$ cat config.mk
export PLATFORM = sky130hd
export DESIGN_NAME = rbt_control
export DESIGN_NICKNAME = d
export VERILOG_FILES = /design/src/hdl/rbt_pkg.sv /design/src/hdl/rbt_control.sv
export SDC_FILE = /design/constraint.sdc
export NUM_CORES = 1
export LEC_CHECK = 0
export ABC_CLOCK_PERIOD_IN_PS = 2900
export BUFFER_PORTS_ARGS = -buffer_cell sky130_fd_sc_hd__buf_2
export CORE_MARGIN = 2
export CORE_UTILIZATION = 53
export DETAILED_ROUTE_END_ITERATION = 6
export PLACE_DENSITY = 0.76
export SETUP_SLACK_MARGIN = 0.2
export SLEW_MARGIN = 20
export SYNTH_ARGS = -nofsm -noshare
export SYNTH_HDL_FRONTEND = slang
export SYNTH_SLANG_ARGS = --single-unit
$ cat constraint.sdc
create_clock -name clock -period 2.9 [get_ports clock]
set_input_delay 0.29 -clock clock [delete_from_list [all_inputs] [get_ports clock]]
set_output_delay 0.29 -clock clock [all_outputs]
set_load 0.1 [all_outputs]
$ cat src/hdl/rbt_pkg.sv
`default_nettype none
package rbt_pkg;

   localparam logic [1:0] ST_INSERTED  = 2'd0;
   localparam logic [1:0] ST_DUPLICATE = 2'd1;
   localparam logic [1:0] ST_FULL      = 2'd2;
   localparam logic [1:0] ST_QUERY     = 2'd3;

   localparam logic CMD_INSERT = 1'b0;
   localparam logic CMD_QUERY  = 1'b1;

   // datapath operations issued by the controller
   typedef enum logic [4:0] {
      OP_NONE,
      OP_RD_CUR,      // read node at cur
      OP_STEP,        // compare key, advance cur or flag a hit
      OP_APPEND_NODE, // write the new node at the next free entry
      OP_APPEND_LINK, // hang the new node under last, z <= new node
      OP_RD_Z,        // read z
      OP_RD_P,        // hold parent of z, read it
      OP_RD_G,        // hold links of p, read grandparent
      OP_RD_U,        // pick the uncle from g, read it
      OP_SELECT,      // black uncle: choose rotation pivot and direction
      OP_RECOLOR_P,   // blacken p
      OP_RECOLOR_U,   // blacken uncle
      OP_RECOLOR_G,   // redden g, z <= g
      OP_ROT_RD_X,    // read pivot x
      OP_ROT_RD_Y,    // hold child y and upper node, read y
      OP_ROT_RD_UP,   // hold inner child of y, read upper node
      OP_ROT_WR1,     // relink x to the inner child, x under y
      OP_ROT_WR2,     // inner child under x, x below y
      OP_ROT_WR3,     // y under the upper node or as root
      OP_ROOT_BLACK   // blacken root
   } op_type;

   typedef struct packed {
      op_type op;
   } cmd_type;

   typedef struct packed {
      logic hit;        // key matched during descent
      logic at_nil;     // descent finished
      logic full;       // table holds NODES nodes
      logic z_root;     // z is the root
      logic p_black;    // parent of z is black
      logic uncle_red;
      logic rot_outer;  // rotation in progress is the closing one
   } stat_type;

endpackage
`default_nettype wire

$ cat src/hdl/rbt_control.sv
`default_nettype none
module rbt_control
   import rbt_pkg::*;
(
   input  wire logic     clock,
   input  wire logic     reset,
   input  wire logic     req_valid,
   output      logic     req_ready,
   input  wire logic     req_cmd,
   output      logic     load_key,
   output      cmd_type  cmd,
   input  wire stat_type stat,
   output      logic     rsp_valid,
   input  wire logic     rsp_ready,
   output      logic [1:0] rsp_status,
   output      logic     rsp_found
);

   typedef enum logic [4:0] {
      S_IDLE, S_DESC, S_RD, S_STEP, S_APP_NODE, S_APP_LINK, S_LOOP, S_RDZ, S_RDP,
      S_RDG, S_RDU, S_SEL, S_RC_P, S_RC_U, S_RC_G, S_RX, S_RY, S_RUP, S_W1, S_W2,
      S_W3, S_ROOT, S_RSP
   } state_type;

   state_type state_ff;
   logic      cmd_ff;

   assign req_ready = (state_ff == S_IDLE);
   assign load_key  = req_valid && req_ready;
   assign rsp_valid = (state_ff == S_RSP);

   always_comb begin
      unique case (state_ff)
         S_RD:       cmd.op = OP_RD_CUR;
         S_STEP:     cmd.op = OP_STEP;
         S_APP_NODE: cmd.op = OP_APPEND_NODE;
         S_APP_LINK: cmd.op = OP_APPEND_LINK;
         S_RDZ:      cmd.op = OP_RD_Z;
         S_RDP:      cmd.op = OP_RD_P;
         S_RDG:      cmd.op = OP_RD_G;
         S_RDU:      cmd.op = OP_RD_U;
         S_SEL:      cmd.op = OP_SELECT;
         S_RC_P:     cmd.op = OP_RECOLOR_P;
         S_RC_U:     cmd.op = OP_RECOLOR_U;
         S_RC_G:     cmd.op = OP_RECOLOR_G;
         S_RX:       cmd.op = OP_ROT_RD_X;
         S_RY:       cmd.op = OP_ROT_RD_Y;
         S_RUP:      cmd.op = OP_ROT_RD_UP;
         S_W1:       cmd.op = OP_ROT_WR1;
         S_W2:       cmd.op = OP_ROT_WR2;
         S_W3:       cmd.op = OP_ROT_WR3;
         S_ROOT:     cmd.op = OP_ROOT_BLACK;
         default:    cmd.op = OP_NONE;
      endcase
   end

   always_ff @(posedge clock) begin
      if (reset) begin
         state_ff   <= S_IDLE;
         cmd_ff     <= CMD_INSERT;
         rsp_status <= ST_INSERTED;
         rsp_found  <= 1'b0;
      end else begin
         unique case (state_ff)
            S_IDLE: if (load_key) begin
               cmd_ff   <= req_cmd;
               state_ff <= S_DESC;
            end
            S_DESC: begin
               if (!stat.at_nil) begin
                  state_ff <= S_RD;
               end else begin
                  rsp_found <= (cmd_ff == CMD_QUERY) && stat.hit;
                  priority if (cmd_ff == CMD_QUERY) begin
                     rsp_status <= ST_QUERY;
                     state_ff   <= S_RSP;
                  end else if (stat.hit) begin
                     rsp_status <= ST_DUPLICATE;
                     state_ff   <= S_RSP;
                  end else if (stat.full) begin
                     rsp_status <= ST_FULL;
                     state_ff   <= S_RSP;
                  end else begin
                     rsp_status <= ST_INSERTED;
                     state_ff   <= S_APP_NODE;
                  end
               end
            end
            S_RD:       state_ff <= S_STEP;
            S_STEP:     state_ff <= S_DESC;
            S_APP_NODE: state_ff <= S_APP_LINK;
            S_APP_LINK: state_ff <= S_LOOP;
            S_LOOP:     state_ff <= stat.z_root ? S_ROOT : S_RDZ;
            S_RDZ:      state_ff <= S_RDP;
            S_RDP:      state_ff <= S_RDG;
            S_RDG:      state_ff <= stat.p_black ? S_ROOT : S_RDU;
            S_RDU:      state_ff <= S_SEL;
            S_SEL:      state_ff <= stat.uncle_red ? S_RC_P : S_RX;
            S_RC_P:     state_ff <= S_RC_U;
            S_RC_U:     state_ff <= S_RC_G;
            S_RC_G:     state_ff <= S_LOOP;
            S_RX:       state_ff <= S_RY;
            S_RY:       state_ff <= S_RUP;
            S_RUP:      state_ff <= S_W1;
            S_W1:       state_ff <= S_W2;
            S_W2:       state_ff <= S_W3;
            S_W3:       state_ff <= stat.rot_outer ? S_ROOT : S_RX;
            S_ROOT:     state_ff <= S_RSP;
            S_RSP:      if (rsp_ready) state_ff <= S_IDLE;
            default:    state_ff <= S_IDLE;
         endcase
      end
   end

endmodule
`default_nettype wire

==> metrics <==
Synth Flop Type=dfxtp_1; CTS tree=yes; vias after detailed routing=1005; core area=0.00196 mm²; slew of the pin with the lowest slew margin=0.518 ns; total negative slack=0 ns; Die Footprint=0.00246 mm²; simple-gate portion of the synthesized area=0.283; final hold viol count=0; Async S/R FF share, synth=0; Antenna Nets Post-Route=0; Max Slew Vio Count=0; Post-synth EDFFs=0; cell taking the most area after synthesis=dfxtp_1; Hold Path Class=primary input to flop; GP Congestion=0.822; final net count=166; DRC Markers=0; Final setup viols=0; number of global-route vias before repair=963; Mapped Area=0.00110 mm²; sequential-to-total area share from yosys stat=0.254; Cell Rows=16; wire length per cell=13.6 µm; DP Wirelength=1.81 mm; Global Route Usage Sum=0.206; clock skew=0.000897 ns; first-pass GRT wire length=4.04 mm; placed insts=171; Num CTS Buffers=3; IO Pins=23; number of H-tree levels=1; Synth Warn #=0; clock buffer depth=2; IO Port Bufs=22; gr ovfl total=0; Max Clk Rate=402 MHz; Initial Util=0.562; Yosys top cell area share=0.254; Layout Cells excl Fill=175; Area Growth Syn to Fin=12.7%; initial antenna violation count=0; DIE WIDTH=49.6 µm; max-cap violations=0; Worst Setup End Kind=flop; CP max FO=14; multiplexer share of the synthesized area=0.0363; vias per cell=5.74; routed wire length=2.37 mm; CP Class=flop to flop; Synth top cells by count=dfxtp_1, nor2_1, a21oi_1; Post-Syn Nets=146; final worst path period need=2.49 ns; largest net degree at the start of global routing=18; slew margin rel.=0.654; largest family of logic cells by synthesized area=compound AO/OA/AOI/OAI gates; Skew-Pair Late Insertion Delay=0.28 ns; Synth Area in Compound Gates=0.292; synthesized flop and latch total=14; top cells by area, synth=dfxtp_1, ha_1, nor2_1, a21oi_1, a221oi_2; Syn Area/Cell=8.55 µm²; Cells after Synth=129; Detailed Route Iter0 Violations=21; layout cells sized above 1=0.318; Chip Height=49.6 µm; adder-cell share of the synthesized area=0.0568; Initial DRT Pass Iterations=4; Root Buffer=clkbuf_4; CP required=3.07 ns; Hold Buf Count CTS=0; diode count=0; WP data arrival=2.66 ns; CTS sink cnt=14; startpoint class of the critical path=flop; RSZ-0062 raised after global routing=no; status=finished clean; # fillers=181; crit share post-route=0.857; Netlist cell types=50; Worst-path clk slew=0.09 ns; XOR/XNOR Fraction of Synth Area=0.00795
==> cells in the final DEF (no fill, tap or decap), types with 2 or more instances in the layout <==
cell type   n
nor3_1      2
or2_2       2
o21ai_0     5
dfxtp_1    12
dfxtp_2     2
nand3_1     2
and2_1      2
clkbuf_4    3
nand2_1     4
buf_2      22
nand2b_1    5
a21oi_1     9
inv_1       8
ha_1        5
a211oi_1    3
a221oi_2    3
a21oi_4     2
nor3b_1     2
nand3b_1    5
nor2_1     14
or3b_2      2
mux2i_1     4
nor2b_1     2
==> critical path, cell delays in order, from the launching register on <==
cell and delay (ns):
dfxtp_1 0.48, or2_4 0.35, or4_4 0.43, o221ai_2 0.32
nor2_1 0.14, ha_1 0.31, a221oi_2 0.23, o22ai_1 0.11
==> logic make-up after synthesis <==
kind of cell	count (synthesis)
simple gates	51
compound gates	38
buf+inv	16
flops	14
fa+ha+maj	5
mux	4
xor+xnor	1
==> per-stage QoR <==
stage / hold slack [ns] / utilization / setup slack, ns / cell area (µm²)
3_3_place_gp: 0.454 / 0.614 / 0.429 / 1200
4_1_cts: 0.253 / 0.632 / 0.337 / 1240
2_1_floorplan: 0.438 / - / 0.247 / 1100
6_report: 0.252 / 0.633 / 0.415 / 1240
3_5_place_dp: 0.465 / 0.614 / 0.358 / 1200
5_1_grt: 0.304 / 0.633 / 0.279 / 1240
==> metal layers <==
metal / track usage / up-vias / routed length [µm]
met2: 0.362 / 29 / 1160
met1: 0.251 / 472 / 1090
met3: 0.0576 / 0 / 128
met5: 0 / - / 0
li1: - / 504 / -
met4: 0.0370 / 0 / 0
==> registers in the layout, indices dropped and copies added, names as in the netlist <==
signal	flops
cmd_ff	1
cmd	5
state_ff	5
rsp_status	2
rsp_found	1
==> cell type report <==
cell class                      instances  area [µm²]  area share
Multi-Input combinational cell         99         746       0.600
Timing Repair Buffer                   22         110      0.0886
Sequential cell                        14         283       0.228
Clock buffer                            4        36.3      0.0292
Tap cell                               27        33.8      0.0272
Inverter                                9        33.8      0.0272
==> final timing paths <==
| kind | from | endpoint | slack (ns) | cells past startpoint |
|---|---|---|---|---|
| worst max-delay path | state_ff[4] | cmd[0] | 0.41 | 7 |
| worst min-delay path | req_cmd | cmd_ff | 0.25 | 3 |
| worst max register to register | state_ff[4] | cmd[0] | 0.41 | 7 |
| worst min register to register | rsp_found | rsp_found | 0.47 | 2 |
==> timing repair <==
item                       CTS  global route
resized for setup            0             2
setup buffers                0             0
setup endpoints to repair    0             2
Power is left out: the tool's default activity adds up to more than one toggle a clock period on the data nets, which glitch-free logic cannot reach.
